## src/assert_macros.svh

```systemverilog
// Assertion macros shared by the one-wire master RTL.
// Included by files that carry concurrent checks; needs a clock and reset in scope.
`ifndef ASSERT_MACROS_SVH
`define ASSERT_MACROS_SVH

// same-cycle implication
`define OWM_ASSERT_IMP(lbl, ante, cons) \
   lbl: assert property (@(posedge clock) disable iff (reset) (ante) |-> (cons)) \
      else $error("one-wire master check failed");

// next-cycle implication
`define OWM_ASSERT_NXT(lbl, ante, cons) \
   lbl: assert property (@(posedge clock) disable iff (reset) (ante) |=> (cons)) \
      else $error("one-wire master check failed");

`endif

```

## src/owm_pkg.sv

```systemverilog
// Package for the one-wire master: widths, codes, register map, timing helpers.
// No dependencies; used by every other file of the block except assert_macros.svh.
`timescale 1ns / 1ps

package owm_pkg;

   localparam int TIMER_WIDTH    = 10;
   localparam int TIMER_MAX      = (1 << TIMER_WIDTH) - 1;
   localparam int CFG_WIDTH      = 10;
   localparam int CSR_DATA_WIDTH = 32;
   localparam int CSR_ADDR_WIDTH = 5;
   localparam int BYTE_WIDTH     = 8;
   localparam int BIT_CNT_WIDTH  = 4;

   localparam logic [CFG_WIDTH-1:0] RST_RESET_LOW   = 10'd500;
   localparam logic [CFG_WIDTH-1:0] RST_PRES_SAMPLE = 10'd60;
   localparam logic [CFG_WIDTH-1:0] RST_PRES_REST   = 10'd400;
   localparam logic [CFG_WIDTH-1:0] RST_LONG_PHASE  = 10'd60;
   localparam logic [CFG_WIDTH-1:0] RST_SHORT_PHASE = 10'd5;
   localparam logic [CFG_WIDTH-1:0] RST_READ_LOW    = 10'd1;
   localparam logic [CFG_WIDTH-1:0] RST_READ_WAIT   = 10'd10;
   localparam logic [CFG_WIDTH-1:0] RST_READ_REST   = 10'd40;

   typedef enum logic [1:0] {
      FN_TICK  = 2'd0,
      FN_RESET = 2'd1,
      FN_WRITE = 2'd2,
      FN_READ  = 2'd3
   } func_type;

   typedef enum logic [1:0] {
      PH_IDLE = 2'd0,
      PH_LOW  = 2'd1,
      PH_WAIT = 2'd2,
      PH_REST = 2'd3
   } phase_type;

   typedef enum logic [2:0] {
      RG_RESET_LOW   = 3'd0,
      RG_PRES_SAMPLE = 3'd1,
      RG_PRES_REST   = 3'd2,
      RG_LONG_PHASE  = 3'd3,
      RG_SHORT_PHASE = 3'd4,
      RG_READ_LOW    = 3'd5,
      RG_READ_WAIT   = 3'd6,
      RG_READ_REST   = 3'd7
   } reg_idx_type;

   typedef struct packed {
      logic [CFG_WIDTH-1:0] reset_low_time;
      logic [CFG_WIDTH-1:0] presence_sample_time;
      logic [CFG_WIDTH-1:0] presence_rest_time;
      logic [CFG_WIDTH-1:0] long_phase_time;
      logic [CFG_WIDTH-1:0] short_phase_time;
      logic [CFG_WIDTH-1:0] read_low_time;
      logic [CFG_WIDTH-1:0] read_wait_time;
      logic [CFG_WIDTH-1:0] read_rest_time;
   } cfg_type;

   typedef struct packed {
      logic                  drive_low;
      logic                  busy_res;
      logic                  done_res;
      logic                  device_present;
      logic [BYTE_WIDTH-1:0] rx_byte;
   } res_type;

   // saturate a tick count to the timer range
   function automatic logic [TIMER_WIDTH-1:0] sat_for(input logic [CFG_WIDTH-1:0] d);
      if (int'(d) > TIMER_MAX) begin
         return TIMER_WIDTH'(TIMER_MAX);
      end
      return TIMER_WIDTH'(d);
   endfunction

   // timer load for a phase of d ticks, at least one
   function automatic logic [TIMER_WIDTH-1:0] load_for(input logic [CFG_WIDTH-1:0] d);
      logic [CFG_WIDTH-1:0] m;
      m = (d == '0) ? '0 : d - CFG_WIDTH'(1);
      return sat_for(m);
   endfunction

   // length of the low phase that opens a slot
   function automatic logic [CFG_WIDTH-1:0] low_len(input func_type op, input logic lsb,
                                                    input cfg_type cfg);
      if (op == FN_RESET) begin
         return cfg.reset_low_time;
      end
      if (op == FN_READ) begin
         return cfg.read_low_time;
      end
      return lsb ? cfg.short_phase_time : cfg.long_phase_time;
   endfunction

endpackage

```

## src/owm_if.sv

```systemverilog
// Channel interfaces of the one-wire master: command/tick items in, bus results out.
// Depends on owm_pkg for field widths.
`timescale 1ns / 1ps

interface owm_req_if import owm_pkg::*; ();
   logic                  valid;
   logic                  ready;
   logic [1:0]            func;
   logic [BYTE_WIDTH-1:0] tx_byte;
   logic                  line_level;

   modport source (output valid, func, tx_byte, line_level, input ready);
   modport sink   (input valid, func, tx_byte, line_level, output ready);
endinterface

interface owm_rsp_if import owm_pkg::*; ();
   logic                  valid;
   logic                  ready;
   logic                  drive_low;
   logic                  busy_res;
   logic                  done_res;
   logic                  device_present;
   logic [BYTE_WIDTH-1:0] rx_byte;

   modport source (output valid, drive_low, busy_res, done_res, device_present, rx_byte,
                   input ready);
   modport sink   (input valid, drive_low, busy_res, done_res, device_present, rx_byte,
                   output ready);
endinterface

```

## src/owm_csr.sv

```systemverilog
// APB-style timing register file of the one-wire master.
// Depends on owm_pkg for the register map and the cfg_type struct.
`timescale 1ns / 1ps

module owm_csr import owm_pkg::*; (
   input  logic                      clock,
   input  logic                      reset,
   input  logic                      csr_psel,
   input  logic                      csr_penable,
   input  logic                      csr_pwrite,
   input  logic [CSR_ADDR_WIDTH-1:0] csr_paddr,
   input  logic [CSR_DATA_WIDTH-1:0] csr_pwdata,
   output logic [CSR_DATA_WIDTH-1:0] csr_prdata,
   output logic                      csr_pready,
   output cfg_type                   cfg
);

   cfg_type              cfg_ff, cfg_in;
   reg_idx_type          idx;
   logic                 wr_en;
   logic [CFG_WIDTH-1:0] wval;
   logic [CFG_WIDTH-1:0] rval;

   assign idx        = reg_idx_type'(csr_paddr[CSR_ADDR_WIDTH-1:2]);
   assign csr_pready = 1'b1;
   assign wr_en      = csr_psel & csr_penable & csr_pwrite & csr_pready;
   assign wval       = csr_pwdata[CFG_WIDTH-1:0];
   assign cfg        = cfg_ff;

   always_comb begin
      cfg_in = cfg_ff;
      rval   = '0;
      case (idx)
         RG_RESET_LOW: begin
            rval = cfg_ff.reset_low_time;
            if (wr_en) cfg_in.reset_low_time = wval;
         end
         RG_PRES_SAMPLE: begin
            rval = cfg_ff.presence_sample_time;
            if (wr_en) cfg_in.presence_sample_time = wval;
         end
         RG_PRES_REST: begin
            rval = cfg_ff.presence_rest_time;
            if (wr_en) cfg_in.presence_rest_time = wval;
         end
         RG_LONG_PHASE: begin
            rval = cfg_ff.long_phase_time;
            if (wr_en) cfg_in.long_phase_time = wval;
         end
         RG_SHORT_PHASE: begin
            rval = cfg_ff.short_phase_time;
            if (wr_en) cfg_in.short_phase_time = wval;
         end
         RG_READ_LOW: begin
            rval = cfg_ff.read_low_time;
            if (wr_en) cfg_in.read_low_time = wval;
         end
         RG_READ_WAIT: begin
            rval = cfg_ff.read_wait_time;
            if (wr_en) cfg_in.read_wait_time = wval;
         end
         RG_READ_REST: begin
            rval = cfg_ff.read_rest_time;
            if (wr_en) cfg_in.read_rest_time = wval;
         end
         default: begin
            rval = '0;
         end
      endcase
   end

   assign csr_prdata = CSR_DATA_WIDTH'(rval);

   always_ff @(posedge clock) begin
      if (reset) begin
         cfg_ff.reset_low_time       <= RST_RESET_LOW;
         cfg_ff.presence_sample_time <= RST_PRES_SAMPLE;
         cfg_ff.presence_rest_time   <= RST_PRES_REST;
         cfg_ff.long_phase_time      <= RST_LONG_PHASE;
         cfg_ff.short_phase_time     <= RST_SHORT_PHASE;
         cfg_ff.read_low_time        <= RST_READ_LOW;
         cfg_ff.read_wait_time       <= RST_READ_WAIT;
         cfg_ff.read_rest_time       <= RST_READ_REST;
      end else begin
         cfg_ff <= cfg_in;
      end
   end

endmodule

```

## src/owm_engine.sv

```systemverilog
// Slot sequencer of the one-wire master: advances one tick per accepted item.
// Depends on owm_pkg (phase/func codes, timing helpers) and assert_macros.svh.
`timescale 1ns / 1ps
`include "assert_macros.svh"

module owm_engine import owm_pkg::*; (
   input  logic                  clock,
   input  logic                  reset,
   input  logic                  accept,
   input  logic [1:0]            func,
   input  logic [BYTE_WIDTH-1:0] tx_byte,
   input  logic                  line_level,
   input  cfg_type               cfg,
   output res_type               res
);

   phase_type                phase_ff, phase_in;
   func_type                 op_ff, op_in;
   logic [TIMER_WIDTH-1:0]   tmr_ff, tmr_in;
   logic [BYTE_WIDTH-1:0]    sr_ff, sr_in;
   logic [BIT_CNT_WIDTH-1:0] bc_ff, bc_in;
   logic                     pf_ff, pf_in;
   logic [BYTE_WIDTH-1:0]    rb_ff, rb_in;

   func_type             fn;
   logic                 fin;
   logic [CFG_WIDTH-1:0] rest;

   assign fn = func_type'(func);

   always_ff @(posedge clock) begin
      if (reset) begin
         phase_ff <= PH_IDLE;
         op_ff    <= FN_TICK;
         tmr_ff   <= '0;
         sr_ff    <= '0;
         bc_ff    <= '0;
         pf_ff    <= 1'b0;
         rb_ff    <= '0;
      end else begin
         phase_ff <= phase_in;
         op_ff    <= op_in;
         tmr_ff   <= tmr_in;
         sr_ff    <= sr_in;
         bc_ff    <= bc_in;
         pf_ff    <= pf_in;
         rb_ff    <= rb_in;
      end
   end

   always_comb begin
      phase_in     = phase_ff;
      op_in        = op_ff;
      tmr_in       = tmr_ff;
      sr_in        = sr_ff;
      bc_in        = bc_ff;
      pf_in        = pf_ff;
      rb_in        = rb_ff;
      fin          = 1'b0;
      rest         = '0;
      res.drive_low = 1'b0;
      res.busy_res  = 1'b0;
      res.done_res  = 1'b0;
      if (accept) begin
         // a command starts on the tick it arrives
         if (phase_in == PH_IDLE && fn != FN_TICK) begin
            op_in    = fn;
            bc_in    = '0;
            sr_in    = (fn == FN_WRITE) ? tx_byte : '0;
            phase_in = PH_LOW;
            tmr_in   = load_for(low_len(fn, sr_in[0], cfg));
         end
         if (phase_in != PH_IDLE) begin
            res.busy_res  = 1'b1;
            res.drive_low = (phase_in == PH_LOW);
            if (tmr_in != '0) begin
               tmr_in = tmr_in - TIMER_WIDTH'(1);
            end else begin
               case (phase_in)
                  PH_LOW: begin
                     if (op_in == FN_WRITE) begin
                        phase_in = PH_REST;
                        tmr_in   = load_for(sr_in[0] ? cfg.long_phase_time
                                                     : cfg.short_phase_time);
                     end else begin
                        phase_in = PH_WAIT;
                        tmr_in   = sat_for((op_in == FN_RESET) ? cfg.presence_sample_time
                                                               : cfg.read_wait_time);
                     end
                  end
                  PH_WAIT: begin
                     if (op_in == FN_RESET) begin
                        pf_in = ~line_level;
                        rest  = cfg.presence_rest_time;
                     end else begin
                        sr_in = {line_level, sr_in[BYTE_WIDTH-1:1]};
                        rest  = cfg.read_rest_time;
                     end
                     if (rest == '0) begin
                        fin = 1'b1;
                     end else begin
                        phase_in = PH_REST;
                        tmr_in   = load_for(rest);
                     end
                  end
                  PH_REST: begin
                     fin = 1'b1;
                  end
                  default: begin
                     fin = 1'b0;
                  end
               endcase
               if (fin) begin
                  if (op_in != FN_RESET) begin
                     bc_in = bc_in + BIT_CNT_WIDTH'(1);
                     if (op_in == FN_WRITE) sr_in = sr_in >> 1;
                  end
                  if (op_in != FN_RESET && !bc_in[BIT_CNT_WIDTH-1]) begin
                     phase_in = PH_LOW;
                     tmr_in   = load_for(low_len(op_in, sr_in[0], cfg));
                  end else begin
                     if (op_in == FN_READ) rb_in = sr_in;
                     phase_in     = PH_IDLE;
                     tmr_in       = '0;
                     res.done_res = 1'b1;
                  end
               end
            end
         end
      end
      res.device_present = pf_in;
      res.rx_byte        = rb_in;
   end

   `OWM_ASSERT_IMP(a_idle_timer_clear, phase_ff == PH_IDLE, tmr_ff == '0)
   `OWM_ASSERT_IMP(a_bit_count_bound, 1'b1, bc_ff <= BIT_CNT_WIDTH'(BYTE_WIDTH))
   `OWM_ASSERT_NXT(a_done_goes_idle, accept && res.done_res, phase_ff == PH_IDLE)
   `OWM_ASSERT_IMP(a_done_is_busy, res.done_res, res.busy_res && accept)

endmodule

```

## src/one_wire_master_unit.sv

```systemverilog
// Top level of the one-wire bus master: register file, slot sequencer, result register.
// Depends on owm_pkg, owm_if, owm_csr, owm_engine and assert_macros.svh.
//
//   channel   port                 direction   handshake
//   items     req_ch (owm_req_if)  in          valid/ready
//   results   rsp_ch (owm_rsp_if)  out         valid/ready
//   config    csr_*                in          APB-style, pready tied high
//
// An item is one bus tick giving one result; items are taken each cycle unless stalled.
// The sequencer state and the result register update on the same edge the item is taken.
// Input ready drops only while a result is held and the result side stalls.
// Reset is synchronous; registers return to their default timings, no clearing pass.
`timescale 1ns / 1ps
`include "assert_macros.svh"

module one_wire_master_unit import owm_pkg::*; (
   input  logic                      clock,
   input  logic                      reset,
   owm_req_if.sink                   req_ch,
   owm_rsp_if.source                 rsp_ch,
   input  logic                      csr_psel,
   input  logic                      csr_penable,
   input  logic                      csr_pwrite,
   input  logic [CSR_ADDR_WIDTH-1:0] csr_paddr,
   input  logic [CSR_DATA_WIDTH-1:0] csr_pwdata,
   output logic [CSR_DATA_WIDTH-1:0] csr_prdata,
   output logic                      csr_pready
);

   cfg_type cfg;
   res_type res;
   res_type res_ff;
   logic    rsp_valid_ff, rsp_valid_in;
   logic    accept;

   owm_csr u_csr (
      .clock       (clock),
      .reset       (reset),
      .csr_psel    (csr_psel),
      .csr_penable (csr_penable),
      .csr_pwrite  (csr_pwrite),
      .csr_paddr   (csr_paddr),
      .csr_pwdata  (csr_pwdata),
      .csr_prdata  (csr_prdata),
      .csr_pready  (csr_pready),
      .cfg         (cfg)
   );

   owm_engine u_engine (
      .clock      (clock),
      .reset      (reset),
      .accept     (accept),
      .func       (req_ch.func),
      .tx_byte    (req_ch.tx_byte),
      .line_level (req_ch.line_level),
      .cfg        (cfg),
      .res        (res)
   );

   assign req_ch.ready = ~rsp_valid_ff | rsp_ch.ready;
   assign accept       = req_ch.valid & req_ch.ready;

   always_comb begin
      rsp_valid_in = rsp_valid_ff;
      if (accept) begin
         rsp_valid_in = 1'b1;
      end else if (rsp_ch.ready) begin
         rsp_valid_in = 1'b0;
      end
   end

   always_ff @(posedge clock) begin
      if (reset) begin
         rsp_valid_ff <= 1'b0;
      end else begin
         rsp_valid_ff <= rsp_valid_in;
      end
   end

   always_ff @(posedge clock) begin
      if (accept) begin
         res_ff <= res;
      end
   end

   assign rsp_ch.valid          = rsp_valid_ff;
   assign rsp_ch.drive_low      = res_ff.drive_low;
   assign rsp_ch.busy_res       = res_ff.busy_res;
   assign rsp_ch.done_res       = res_ff.done_res;
   assign rsp_ch.device_present = res_ff.device_present;
   assign rsp_ch.rx_byte        = res_ff.rx_byte;

   `OWM_ASSERT_NXT(a_accept_gives_result, accept, rsp_valid_ff)
   `OWM_ASSERT_IMP(a_no_accept_on_stall, rsp_valid_ff && !rsp_ch.ready, !accept)

endmodule
```

## src/flat_wrapper.sv

```systemverilog
// flat-port wrapper written by rule: the top's interface ports become plain ports
module one_wire_master_unit_flat import owm_pkg::*;
  (clock, reset, csr_psel, csr_penable, csr_pwrite, csr_paddr, csr_pwdata, csr_prdata, csr_pready, req_ch_valid, req_ch_func, req_ch_tx_byte, req_ch_line_level, req_ch_ready, rsp_ch_valid, rsp_ch_drive_low, rsp_ch_busy_res, rsp_ch_done_res, rsp_ch_device_present, rsp_ch_rx_byte, rsp_ch_ready);
  owm_req_if req_ch_i ();
  owm_rsp_if rsp_ch_i ();
  input  logic clock;
  input  logic reset;
  input  logic csr_psel;
  input  logic csr_penable;
  input  logic csr_pwrite;
  input  logic [CSR_ADDR_WIDTH-1:0] csr_paddr;
  input  logic [CSR_DATA_WIDTH-1:0] csr_pwdata;
  output logic [CSR_DATA_WIDTH-1:0] csr_prdata;
  output logic csr_pready;
  input wire logic [$bits(req_ch_i.valid)-1:0] req_ch_valid;
  input wire logic [$bits(req_ch_i.func)-1:0] req_ch_func;
  input wire logic [$bits(req_ch_i.tx_byte)-1:0] req_ch_tx_byte;
  input wire logic [$bits(req_ch_i.line_level)-1:0] req_ch_line_level;
  output wire logic [$bits(req_ch_i.ready)-1:0] req_ch_ready;
  output wire logic [$bits(rsp_ch_i.valid)-1:0] rsp_ch_valid;
  output wire logic [$bits(rsp_ch_i.drive_low)-1:0] rsp_ch_drive_low;
  output wire logic [$bits(rsp_ch_i.busy_res)-1:0] rsp_ch_busy_res;
  output wire logic [$bits(rsp_ch_i.done_res)-1:0] rsp_ch_done_res;
  output wire logic [$bits(rsp_ch_i.device_present)-1:0] rsp_ch_device_present;
  output wire logic [$bits(rsp_ch_i.rx_byte)-1:0] rsp_ch_rx_byte;
  input wire logic [$bits(rsp_ch_i.ready)-1:0] rsp_ch_ready;
  assign req_ch_i.valid = req_ch_valid;
  assign req_ch_i.func = req_ch_func;
  assign req_ch_i.tx_byte = req_ch_tx_byte;
  assign req_ch_i.line_level = req_ch_line_level;
  assign req_ch_ready = req_ch_i.ready;
  assign rsp_ch_valid = rsp_ch_i.valid;
  assign rsp_ch_drive_low = rsp_ch_i.drive_low;
  assign rsp_ch_busy_res = rsp_ch_i.busy_res;
  assign rsp_ch_done_res = rsp_ch_i.done_res;
  assign rsp_ch_device_present = rsp_ch_i.device_present;
  assign rsp_ch_rx_byte = rsp_ch_i.rx_byte;
  assign rsp_ch_i.ready = rsp_ch_ready;
  one_wire_master_unit u_core (.clock(clock), .reset(reset), .req_ch(req_ch_i), .rsp_ch(rsp_ch_i), .csr_psel(csr_psel), .csr_penable(csr_penable), .csr_pwrite(csr_pwrite), .csr_paddr(csr_paddr), .csr_pwdata(csr_pwdata), .csr_prdata(csr_prdata), .csr_pready(csr_pready));
endmodule
```

## config.mk

```make
export PLATFORM = sky130hd
export DESIGN_NAME = one_wire_master_unit_flat
export DESIGN_NICKNAME = d
export VERILOG_FILES = /design/src/owm_pkg.sv /design/src/owm_if.sv /design/src/owm_csr.sv /design/src/owm_engine.sv /design/src/one_wire_master_unit.sv /design/src/flat_wrapper.sv
export VERILOG_INCLUDE_DIRS = /design/src /design/src/src
export SDC_FILE = /design/constraint.sdc
export NUM_CORES = 1
export LEC_CHECK = 0
export BUFFER_PORTS_ARGS = -buffer_cell sky130_fd_sc_hd__buf_2
export CAP_MARGIN = 20
export CORE_UTILIZATION = 40
export CTS_BUF_LIST = sky130_fd_sc_hd__clkbuf_2 sky130_fd_sc_hd__clkbuf_4 sky130_fd_sc_hd__clkbuf_8
export DETAILED_ROUTE_END_ITERATION = 6
export PLACE_DENSITY = 0.59
export SYNTH_ARGS = -nofsm -noshare
export SYNTH_HDL_FRONTEND = slang
export SYNTH_HIERARCHICAL = 1
export SYNTH_SLANG_ARGS = --single-unit
```

## constraint.sdc

```tcl
create_clock -name clock -period 9.8 [get_ports clock]
set_input_delay 1.47 -clock clock [delete_from_list [all_inputs] [get_ports clock]]
set_output_delay 1.47 -clock clock [all_outputs]
set_load 0.02 [all_outputs]
```

# Yosys cells after proc, flatten, opt, wreduce, memory -nomap -nowiden
# Index checks and enable logic that the tools add are counted.
classes:
  eq_ne: 17
  bitwise_logic: 8
  reduce_logical: 22
  muxes: 114
  add_sub_neg: 6
ops:
  columns: ["operator", "n"]
  rows:
  - ["10-bit two-way mux", 35]
  - ["8-bit two-way mux", 20]
  - ["10-bit case mux with 8 select lines", 1]
  - ["10-bit by 1-bit subtractor with 10-bit output, second input constant", 5]
  - ["10-bit logical NOT", 4]
  - ["4-bit two-way mux", 10]
  - ["1-bit two-way mux", 36]
  - ["10-bit case mux with 2 select lines", 1]
  - ["2-bit two-way mux", 9]
  - ["2-bit AND reduction", 8]
  - ["2-bit equality test, second input constant", 6]
  - ["3-bit equality test, second input constant", 4]
  - ["10-bit nonzero test", 1]
  - ["2-bit by 1-bit equality test with 1-bit output, second input constant", 3]
  - ["3-bit by 2-bit equality test with 1-bit output, second input constant", 2]
  - ["2-bit nonzero test", 3]
  - ["4-bit by 1-bit adder with 4-bit output, second input constant", 1]
  - ["1-bit NOT", 4]
  - ["2-bit case mux with 2 select lines", 1]
  - ["1-bit AND", 3]
  - ["3-bit by 1-bit equality test with 1-bit output, second input constant", 1]
  - ["3-bit logical NOT", 1]
  - ["3-bit OR reduction", 1]
  - ["1-bit logical AND", 2]
  - ["5 further kinds", 5]
word_totals:
  register_bits: 128
  elab_cells: 188

# Logic depth before layout (Yosys ltp)
# Gate-level depths: netlist of the first run.
logic_depth:
  word_depth: 55
  mapped_depth: 22

# Hierarchy
# Netlist of the first run, hierarchy kept.
by_module_without_submodules:
  columns: ["module", "cells_per_inst", "area_per_inst_um2", "instances", "seq_area_each_um2"]
  rows:
  - ["owm_engine", 749, 5442.7, 1, 700.7]
  - ["owm_csr", 487, 3922.5, 1, 1601.5]
  - ["one_wire_master_unit", 17, 415.4, 1, 380.4]

# Worst setup path after synthesis of the first run
# Ideal clock, no wire load.
synth_timing:
  path_type: "input -> register"
  startpoint: "input req_ch_func[0]"
  endpoint: "register u_core.res_ff, in the netlist u_core/rsp_ch.rx_byte[2], data pin"
  cell_stages: 14
  n_path_buf: 3
  slack_ps: 3718
  t_arrival_ps: 5820
  path_cell_list: "or3b_1 > a21oi_1 > clkbuf_1 > clkbuf_1 > mux2i_1 > ha_1 > nand3b_1 > or4_1 > o41ai_1 > o21a_1 > nand2_1 > or4_1 > buf_6 > mux2_4"
synth_rtl:
  columns: ["item", "line_no", "text"]
  rows:
  - ["start: declaration", "flat_wrapper.sv:16", "input wire logic [$bits(req_ch_i.func)-1:0] req_ch_func;"]
  - ["end signal: assignment", "one_wire_master_unit.sv:82", "res_ff <= res;"]
  - ["end: declaration", "one_wire_master_unit.sv:32", "res_type res_ff;"]

==> summary.md, run 1 <==
| Metric | Value |
|---|---|
| Status | finished, violations left |
| Failing checks | DRC |
| DRC | 13 |
| Sw Pwr | 0.000510 W |
| CTS Buf Count | 17 |
| RSZ-0062 raised after global routing | no |
| Final Hold Viols | 0 |
| Syn avg cell area | 7.81 um^2 |
| #FFs+latches synth | 128 |
| Yosys top cell area share | 23.7% |
| Crit share post-route | 66.2% |
| Initial antenna violation count | 0 |
| Worst skew pair latency | 0.47 ns |
| Share of cells above drive strength 1 | 13.2% |
| Inst Count DP | 1,538 |
| Critical-path maximum fanout | 35 |
| Slowest-stage cell, CP | or4_1 |
| Starting Density | 41.2% |
| Final setup skew | 0.0221 ns |
| Die Height | 158 um |
| Clk root buf | clkbuf_8 |
| Critical path class | input pin to flip-flop |
| DR pass1 iterations | 7 |
| Count leader, synth | nand2_1 |
| Reg clk slew, reported paths | 0.08 ns |
| Worst Path Buf+Inv | 3 |
| Setup TNS Final | 0 ns |
| Leakage | 3.80 nW |
| Asr flop ratio synth | 0% |
| Hold Crit Class | flip-flop to flip-flop |
| Inserted Diodes | 0 |
| Crit end category | flip-flop |
| # port buffers | 54 |
| Total grt overflow | 0 |
| Nets | 1,299 |
| GR Util All Layers | 29.1% |
| Combinational Power Share | 26.1% |
| Site Rows | 56 |
| First-pass GRT wire length | 54,600 um |
| Required @ worst endpoint | 10.15 ns |
| Drt total wl | 35,700 um |
| Max incr delay on CP | 0.84 ns |
| Top delay family on crit path | simple AND/OR/NAND/NOR gates |
| Startpoint Class | input pin |
| Average routed wire per standard cell | 22.7 um |
| CTS tree | built |
| Yosys Warn Count | 6 |
| Fin Hold WS | 0.470 ns |
| Via count | 9,813 |
| DRT iter0 DRCs | 1,218 |
| CTS H-tree lvls | 4 |
| Max-slew violation count | 0 |
| Clock share of power | 32.8% |
| GPL Wtd Cong | 0.960 |
| Yosys top cell by area | dfxtp_1 |
| Vias in the first global route | 8,892 |
| Fin worst setup slack | 3.31 ns |
| Pwr/cell area | 131 nW/um^2 |
| Int Pwr | 0.000849 W |
| Hold-fix buffers at CTS | 0 |
| CTS Sinks | 128 |
| Setup-failing EPs final | 0 |
| Post-CTS Resized | 0 |
| Detail Route Antenna Nets | 0 |
| Switch share | 37.5% |
| Relative slew slack | 20.3% |
| Num ports | 102 |
| Least-Margin Pin Slew | 1.19 ns |
| FMAX | 0.154 GHz |
| Final non-filler cell total | 1,570 |
| Syn Std Cell Area | 9780 um^2 |
| Post-DP HPWL | 24,600 um |
| Number of synthesized flops with an enable pin | 12 |
| Area grow syn2layout | 5.72% |
| Max Buffers Root-to-Sink | 2 |
| Most used DFF post-synth | dfxtp_1 |
| Die Wd | 158 um |
| Post-synthesis sequential area ratio | 27.4% |
| Syn Inst Count | 1,253 |
| Avg Vias per Cell | 6.25 |
| Reg power frac | 41.0% |
| Core ar. | 23,800 um^2 |
| Die footprint | 25,100 um^2 |
| Count of cell types in the netlist | 97 |
| Top cells by area, synth | dfxtp_1 (24%), nand2_1 (6.6%), mux2i_1 (6.3%), a21oi_1 (5.7%), o21ai_0 (4.0%) |
| Crit path cell chain | buf_2, nand2_2, a211oi_1, a21oi_1, inv_1, ha_1, nand4_4, nor3_2, nor3_1, a21oi_1, ha_1, inv_1, nor3_1, nand3_1, o21ai_0, nand3_2, or4_1, mux2_4, and2_1 |
| Final core occ | 43.5% |
| Worst Path Arrival | 6.84 ns |
| Max-cap violations | 0 |
| Post-CTS Setup Repair Bufs | 0 |
| Worst VDD drop | 75.3 uV |
| Final worst path period need | 6.49 ns |
| Largest net degree at the start of global routing | 81 |
| Top post-synthesis cells by count | nand2_1 (173), dfxtp_1 (116), a21oi_1 (112) |
| Setup slack after placement | 2.92 ns |
power by group through the flow:
stage / clock network (W) / registers (W) / logic, W
floorplan: 0 / 0.000565 / 0.000264
global placement: 0 / 0.000569 / 0.000344
detailed placement: 0 / 0.000569 / 0.000346
CTS: 0.000452 / 0.000557 / 0.000347
global route: 0.000475 / 0.000559 / 0.000383
finish: 0.000446 / 0.000558 / 0.000355
area by class of cell:
cell class                      instances  area, um^2
Timing Repair Buffer                   67         370
Clock inverter                         14         116
Tap cell                              319         399
Multi-Input combinational cell       1001        6440
Inverter                               23        86.3
Clock buffer                           18         248
Sequential cell                       128        2680
Fill cell                            2463       13400
layer usage:
layer	wire length [um]	global-route usage, %	share of wire (%)	up-vias
met5	0	0	0	-
met4	1310	11.3	3.7	0
met3	2910	4.63	8.2	84
met2	16000	46.6	45	517
met1	15500	39.1	43	4671
li1	-	-	-	4541
flip-flops by register name, indices dropped and copies added (netlist names):
register	count
u_core/rsp_ch.drive_low	1
u_core/u_engine/phase_ff	2
u_core/rsp_ch.done_res	1
u_core/rsp_ch.device_present	1
u_core/u_engine/rb_ff	8
u_core/u_engine/tmr_ff	10
u_core/u_engine/pf_ff	1
u_core/rsp_ch.busy_res	1
u_core/rsp_ch.valid	1
u_core/rsp_ch.rx_byte	8
u_core/u_engine/bc_ff	4
u_core/u_engine/op_ff	2
u_core/u_csr/cfg	80
u_core/u_engine/sr_ff	8
per-stage QoR:
step                      cell area (um^2)  power (W)
after global routing                 10300    0.00142
after detailed placement              9980   0.000916
after CTS                            10300    0.00136
after floorplan                       9860   0.000829
after global placement                9980   0.000913
final                                10300    0.00136
cell families (layout without fill, tap and decap cells):
| group | after synthesis | in the layout | share of synthesized area [%] |
|---|---|---|---|
| other | 2 | 23 | 0.0768 |
| multiplexers | 83 | 83 | 9.42 |
| adder cells (fa/ha/maj) | 6 | 6 | 0.768 |
| XOR/XNOR | 31 | 31 | 2.78 |
| flip-flops | 128 | 128 | 27.4 |
| AND/OR/NAND/NOR | 470 | 470 | 24.9 |
| AO/OA/AOI/OAI | 388 | 388 | 26.9 |
| buffers and inverters | 145 | 122 | 7.71 |
worst paths after layout:
check,endpoint,start,cells after the start,slack (ns)
worst max-delay path,u_core/u_engine/rb_ff[2],req_ch_func[1],19,3.31
worst min-delay path,u_core/u_engine/rb_ff[1],u_core/u_engine/rb_ff[1],2,0.47
worst max register to register,u_core/u_engine/tmr_ff[7],u_core/u_engine/phase_ff[1],14,4.58
worst min register to register,u_core/u_engine/rb_ff[1],u_core/u_engine/rb_ff[1],2,0.47
worst min-delay path: stages (launching register included):
cell     delay, ns
dfxtp_1       0.30
nand2_1       0.06
a21oi_1       0.06
cells in the final DEF, fill, tap and decap left out, drive strengths merged, types with 18 or more instances in the layout:
| master | count |
|---|---|
| nor3 | 28 |
| dfxtp | 116 |
| o21ai | 87 |
| nor2 | 104 |
| a211oi | 21 |
| nand2 | 174 |
| mux2 | 19 |
| a21oi | 115 |
| nand3b | 24 |
| mux2i | 62 |
| conb | 23 |
| clkbuf | 18 |
| a221oi | 20 |
| inv | 32 |
| buf | 67 |
Note: power is estimated with default switching activity, not from simulation.
==> run 2, diff against run 1 <==
--- a/config.mk
+++ b/config.mk
@@ -11,7 +11,7 @@
 export CORE_UTILIZATION = 40
 export CTS_BUF_LIST = sky130_fd_sc_hd__clkbuf_2 sky130_fd_sc_hd__clkbuf_4 sky130_fd_sc_hd__clkbuf_8
 export DETAILED_ROUTE_END_ITERATION = 6
-export PLACE_DENSITY = 0.59
+export PLACE_DENSITY = 0.61
 export SYNTH_ARGS = -nofsm -noshare
 export SYNTH_HDL_FRONTEND = slang
 export SYNTH_HIERARCHICAL = 1
==> constraint.sdc (replaced) <==
create_clock -name clock -period 5.6 [get_ports clock]
set_input_delay 0.84 -clock clock [delete_from_list [all_inputs] [get_ports clock]]
set_output_delay 0.84 -clock clock [all_outputs]
set_load 0.02 [all_outputs]
==> summary.md, run 2 (synthesis results as in run 1) <==
| Metric | Value |
|---|---|
| Core ar. | 23,800 um^2 (unchanged) |
| First-pass GRT wire length | 54,600 um (about the same) |
| # port buffers | 54 (unchanged) |
| Worst VDD drop | 131 uV (was 75.3 uV) |
| Detail Route Antenna Nets | 0 (unchanged) |
| Site Rows | 56 (unchanged) |
| Share of cells above drive strength 1 | 14.6% (was 13.2%) |
| Average routed wire per standard cell | 22.9 um (was 22.7 um) |
| Sequential cell area | 2680 um^2 (unchanged) |
| DR pass1 iterations | 6 (was 7) |
| Nets | 1,320 (was 1,299) |
| Hold_sp | u_core/u_engine/rb_ff[1] (unchanged) |
| Least-Margin Pin Slew | 1.01 ns (was 1.19 ns) |
| Post-CTS Resized | 0 (unchanged) |
| Relative slew slack | 31.9% (was 20.3%) |
| Required @ worst endpoint | 5.97 ns (was 10.15 ns) |
| Final core occ | 44.4% (was 43.5%) |
| Vias in the first global route | 9,066 (was 8,892) |
| Worst skew pair latency | 0.48 ns (was 0.47 ns) |
| Inserted Diodes | 0 (unchanged) |
| Setup TNS Final | 0 ns (unchanged) |
| Worst Hold Depth | 2 (unchanged) |
| Leading cell types in the layout, fill and taps excluded | nand2_1 (173), dfxtp_1 (116), a21oi_1 (111) (unchanged) |
| Fin Hold WS | 0.468 ns (was 0.470 ns) |
| Setup-failing EPs final | 0 (unchanged) |
| Post-DP HPWL | 25,300 um (was 24,600 um) |
| RSZ-0062 raised after global routing | no (unchanged) |
| Flip-flop count of the largest register after layout | 80 (unchanged) |
| Number of fill cells in the layout | 2,428 (was 2,463) |
| CTS H-tree lvls | 4 (unchanged) |
| Hold Crit Class | flip-flop to flip-flop (unchanged) |
| FMAX | 0.205 GHz |
| CP startpoint | req_ch_func[1] (unchanged) |
| Worst R2R Start | u_core/u_engine/phase_ff[0] (was u_core/u_engine/phase_ff[1]) |
| R2R cell count | 13 (was 14) |
| Final worst path period need | 4.87 ns |
| Post-CTS Setup Repair Bufs | 0 (unchanged) |
| Leakage | 3.92 nW (was 3.80 nW) |
| GR Util All Layers | 29.4% (was 29.1%) |
| Clk root buf | clkbuf_8 (unchanged) |
| Critical path class | input pin to flip-flop (unchanged) |
| Initial antenna violation count | 0 (unchanged) |
| Drt total wl | 36,400 um (was 35,700 um) |
| Pwr/cell area | 233 nW/um^2 (was 131 nW/um^2) |
| Crit share post-route | 86.9% |
| Critical-path maximum fanout | 34 (was 35) |
| DRC | 0 (was 13) |
| DRT iter0 DRCs | 1,465 (was 1,218) |
| Most common cell after layout, fill and taps aside | nand2_1 (unchanged) |
| Die Wd | 158 um (unchanged) |
| CTS tree | built (unchanged) |
| Status | complete, no violations (was finished, violations left) |
| Final Hold Viols | 0 (unchanged) |
| Reg clk slew, reported paths | 0.08 ns (about the same) |
| Starting Density | 41.2% (unchanged) |
| GPL Wtd Cong | 0.973 (was 0.960) |
| Total grt overflow | 0 (unchanged) |
| Num ports | 102 (unchanged) |
| Area grow syn2layout | 7.84% (was 5.72%) |
| Max Buffers Root-to-Sink | 2 (unchanged) |
| CTS Buf Count | 17 (unchanged) |
| Area of the multi-input gates | 6440 um^2 (unchanged) |
| Hold-fix buffers at CTS | 0 (unchanged) |
| Startpoint Class | input pin (unchanged) |
| Largest net degree at the start of global routing | 82 (was 81) |
| Worst Path Arrival | 5.24 ns (was 6.84 ns) |
| Avg Vias per Cell | 6.26 (was 6.25) |
| Die footprint | 25,100 um^2 (unchanged) |
| Max-slew violation count | 0 (unchanged) |
| Via count | 9,958 (was 9,813) |
| Max-cap violations | 0 (unchanged) |
| Die Height | 158 um (unchanged) |
| Crit end category | flip-flop (unchanged) |
| Final setup skew | 0.0173 ns (was 0.0221 ns) |
| CTS Sinks | 128 (unchanged) |
[run 2: cell types whose count changed in the layout (fill, tap and decap cells not counted)]
cell | previous run | this run
buf_12 | 0 | 1
clkbuf_8 | 18 | 17
clkinvlp_4 | 0 | 1
clkinv_8 | 0 | 1
buf_4 | 14 | 34
clkinv_4 | 2 | 1
inv_6 | 7 | 5
clkinv_2 | 3 | 1
inv_8 | 2 | 5
bufinv_16 | 0 | 1
[run 2: critical path, stage by stage]
cell and delay, ns:
buf_2 0.14, buf_12 0.21, or3b_1 0.46, o21ai_1 0.31
mux2i_1 0.27, ha_1 0.26, nand3b_1 0.12, or4_1 0.44
o41ai_1 0.26, buf_4 0.23, o21a_1 0.29, nand2_1 0.13
or4_1 0.70, mux2_4 0.40, and2_1 0.15
[run 2: area by class of cell]
type / count / share of cell area (%)
clock buffers: 17 / 2.22
clock inverters: 15 / 1.59
inverters: 23 / 0.819
multi-input cells: 1001 / 61.0
flip-flops and latches: 128 / 25.4
well taps: 319 / 3.78
repair buffers: 88 / 5.12
[run 2: final timing paths]
path,to,slack (ns)
setup reg to reg,u_core/u_engine/rb_ff[2],0.84
setup / recovery,u_core/u_engine/rb_ff[2],0.73
hold / removal,u_core/u_engine/rb_ff[1],0.47
hold reg to reg,u_core/u_engine/rb_ff[1],0.47
[run 2: routing by layer]
| layer | global-route usage [%] | part of all wire (%) | wire length (um) | vias to the layer above |
|---|---|---|---|---|
| li1 | - | - | - | 4574 |
| met1 | 38.8 | 41 | 15000 | 4718 |
| met2 | 46.0 | 45 | 16400 | 567 |
| met4 | 14.8 | 4.4 | 1600 | 0 |
| met3 | 4.74 | 9.4 | 3420 | 99 |
| met5 | 0 | 0 | 0 | - |
[run 2: through the flow]
stage / instances / area, um^2 / power [W] / setup slack, ns
2_1_floorplan: 1274 / 9860 / 0.00145 / 0.148
3_3_place_gp: 1559 / 10100 / 0.00161 / 0.388
3_5_place_dp: 1559 / 10100 / 0.00161 / 0.320
4_1_cts: 1591 / 10500 / 0.00245 / 0.821
5_1_grt: 1591 / 10500 / 0.00255 / 0.537
6_report: 1591 / 10500 / 0.00246 / 0.732
[run 2: power breakdown]
group          internal [W]  switching [W]  leakage, nW
Sequential         0.000946      0.0000290         1.06
Combinational      0.000216       0.000418         2.65
Clock              0.000375       0.000474        0.204
Total               0.00154       0.000920         3.92
==> run 3, diff against run 2 <==
--- a/config.mk
+++ b/config.mk
@@ -11,7 +11,7 @@
 export CORE_UTILIZATION = 40
 export CTS_BUF_LIST = sky130_fd_sc_hd__clkbuf_2 sky130_fd_sc_hd__clkbuf_4 sky130_fd_sc_hd__clkbuf_8
 export DETAILED_ROUTE_END_ITERATION = 6
-export PLACE_DENSITY = 0.61
+export PLACE_DENSITY = 0.59
 export SYNTH_ARGS = -nofsm -noshare
 export SYNTH_HDL_FRONTEND = slang
 export SYNTH_HIERARCHICAL = 1
==> constraint.sdc (replaced) <==
create_clock -name clock -period 5.8 [get_ports clock]
set_input_delay 0.87 -clock clock [delete_from_list [all_inputs] [get_ports clock]]
set_output_delay 0.87 -clock clock [all_outputs]
set_load 0.02 [all_outputs]
==> summary.md, run 3 (synthesis results as in run 1) <==
| Metric | Value |
|---|---|
| GPL Wtd Cong | 0.981 (was 0.973) |
| Worst skew pair latency | 0.48 ns (about the same) |
| Starting Density | 41.2% (unchanged) |
| Slowest-stage cell, CP | or4_1 (unchanged) |
| Initial antenna violation count | 0 (unchanged) |
| Largest net degree at the start of global routing | 85 (was 82) |
| Total grt overflow | 0 (unchanged) |
| Core ar. | 23,800 um^2 (unchanged) |
| Die Wd | 158 um (unchanged) |
| Least-Margin Pin Slew | 0.907 ns (was 1.01 ns) |
| Area grow syn2layout | 7.10% (was 7.84%) |
| DR pass1 iterations | 6 (unchanged) |
| Max-slew violation count | 0 (unchanged) |
| Final worst path period need | 4.99 ns |
| DRT iter0 DRCs | 1,180 (was 1,465) |
| Final Hold Viols | 0 (unchanged) |
| R2R cell count | 13 (unchanged) |
| Setup-failing EPs final | 0 (unchanged) |
| Critical path class | input pin to flip-flop (unchanged) |
| # port buffers | 54 (unchanged) |
| CTS Sinks | 128 (unchanged) |
| First-pass GRT wire length | 55,400 um (was 54,600 um) |
| Die footprint | 25,100 um^2 (unchanged) |
| Clk root buf | clkbuf_8 (unchanged) |
| Final setup skew | 0.0262 ns (was 0.0173 ns) |
| Reg2Reg Setup Slack | 0.88 ns (was 0.84 ns) |
| Reg clk slew, reported paths | 0.08 ns (about the same) |
| Top delay family on crit path | simple AND/OR/NAND/NOR gates (unchanged) |
| Nets | 1,317 (was 1,320) |
| CP Capture Point | u_core/u_engine/rb_ff[2] (unchanged) |
| Share of cells above drive strength 1 | 14.4% (was 14.6%) |
| Worst VDD drop | 136 uV (was 131 uV) |
| CTS Buf Count | 17 (unchanged) |
| Required @ worst endpoint | 6.16 ns (was 5.97 ns) |
| Worst Path Arrival | 5.35 ns (was 5.24 ns) |
| Leakage | 3.89 nW (was 3.92 nW) |
| Crit share post-route | 86.0% |
| Num ports | 102 (unchanged) |
| Setup TNS Final | 0 ns (unchanged) |
| Max-cap violations | 0 (unchanged) |
| Fin Hold WS | 0.466 ns (was 0.468 ns) |
| Max incr delay on CP | 0.70 ns (about the same) |
| Critical-path maximum fanout | 24 (was 34) |
| Leading cell types in the layout, fill and taps excluded | nand2_1 (173), dfxtp_1 (116), a21oi_1 (111) (unchanged) |
| Crit end category | flip-flop (unchanged) |
| Hold Crit Class | flip-flop to flip-flop (unchanged) |
| Average routed wire per standard cell | 23.5 um (was 22.9 um) |
| DRC | 0 (unchanged) |
| FMAX | 0.200 GHz |
| GR Util All Layers | 30.0% (was 29.4%) |
| CTS tree | built (unchanged) |
| Via count | 10.0k (was 9,958) |
| Site Rows | 56 (unchanged) |
| Startpoint Class | input pin (unchanged) |
| RSZ-0062 raised after global routing | no (unchanged) |
| Die Height | 158 um (unchanged) |
| Most common cell after layout, fill and taps aside | nand2_1 (unchanged) |
| Post-DP HPWL | 25,600 um (was 25,300 um) |
| WP depth | 15 (unchanged) |
| Pwr/cell area | 222 nW/um^2 (was 233 nW/um^2) |
| CP startpoint | req_ch_func[1] (unchanged) |
| Status | complete, no violations (unchanged) |
| Inserted Diodes | 0 (unchanged) |
| Worst Path Buf+Inv | 3 (unchanged) |
| Avg Vias per Cell | 6.33 (was 6.26) |
| Post-CTS Setup Repair Bufs | 0 (unchanged) |
| R2r endpoint | u_core/u_engine/rb_ff[2] (unchanged) |
| Drt total wl | 37,300 um (was 36,400 um) |
| Crit path cell chain | buf_2, buf_4, or3b_1, o21ai_1, mux2i_1, ha_1, nand3b_1, or4_1, o41ai_1, buf_4, o21a_1, nand2_1, or4_1, mux2_4, and2_1 (was buf_2, buf_12, or3b_1, o21ai_1, mux2i_1, ha_1, nand3b_1, or4_1, o41ai_1, buf_4, o21a_1, nand2_1, or4_1, mux2_4, and2_1) |
| Relative slew slack | 39.5% (was 31.9%) |
| Post-CTS Resized | 0 (unchanged) |
| Worst R2R Start | u_core/u_engine/phase_ff[1] (was u_core/u_engine/phase_ff[0]) |
| CTS H-tree lvls | 4 (unchanged) |
| Hold-fix buffers at CTS | 0 (unchanged) |
| Number of fill cells in the layout | 2,472 (was 2,428) |
| Flip-flop count of the largest register after layout | 80 (unchanged) |
| Vias in the first global route | 9,077 (was 9,066) |
| Max Buffers Root-to-Sink | 2 (unchanged) |
| Detail Route Antenna Nets | 0 (unchanged) |
[run 3: routing by layer]
metal / vias up / wire [um] / global-route usage, %
met1: 4839 / 15800 / 39.2
met5: - / 0 / 0
met4: 0 / 1380 / 14.0
met2: 541 / 17100 / 48.3
met3: 89 / 3080 / 4.44
li1: 4579 / - / -
[run 3: stage by stage]
stage	setup slack, ns	power [W]	std cells	utilization, %	instance area (um^2)
finish	0.812	0.00232	1588	44.1	10500
global route	0.532	0.00241	1588	44.1	10500
CTS	0.850	0.00231	1587	44.1	10500
detailed placement	0.352	0.00156	1555	42.5	10100
global placement	0.464	0.00155	1555	42.5	10100
floorplan	0.318	0.00140	1274	-	9860
[run 3: how the worst min path moves through the flow]
stage | cells past startpoint | from | to
global placement | 2 | u_core/u_engine/sr_ff[5] | u_core/u_engine/sr_ff[5]
global route | 2 | u_core/u_engine/sr_ff[5] | u_core/u_engine/sr_ff[5]
CTS | 2 | u_core/u_engine/rb_ff[1] | u_core/u_engine/rb_ff[1]
floorplan | 2 | u_core/u_engine/rb_ff[0] | u_core/u_engine/rb_ff[0]
detailed placement | 2 | u_core/u_engine/sr_ff[3] | u_core/u_engine/sr_ff[3]
finish | 2 | u_core/u_engine/rb_ff[1] | u_core/u_engine/rb_ff[1]
[run 3: layout make-up]
cell class | instances | area, um^2 | area share (%)
Sequential cell | 128 | 2680 | 25.6
Clock inverter | 14 | 116 | 1.11
Tap cell | 319 | 399 | 3.81
Timing Repair Buffer | 85 | 505 | 4.83
Inverter | 23 | 86.3 | 0.824
Clock buffer | 18 | 248 | 2.37
Multi-Input combinational cell | 1001 | 6440 | 61.5
[run 3: power breakdown]
group          internal (W)  switching (W)  total [W]  leakage, nW
combinational      0.000207       0.000407   0.000614         2.63
clock              0.000321       0.000442   0.000763        0.193
sequential         0.000914      0.0000300   0.000944         1.06
[run 3: tightest hold or removal path, stage by stage (launching register included)]
cell and delay (ns):
dfxtp_1 0.30, nand2_1 0.06, a21oi_1 0.06
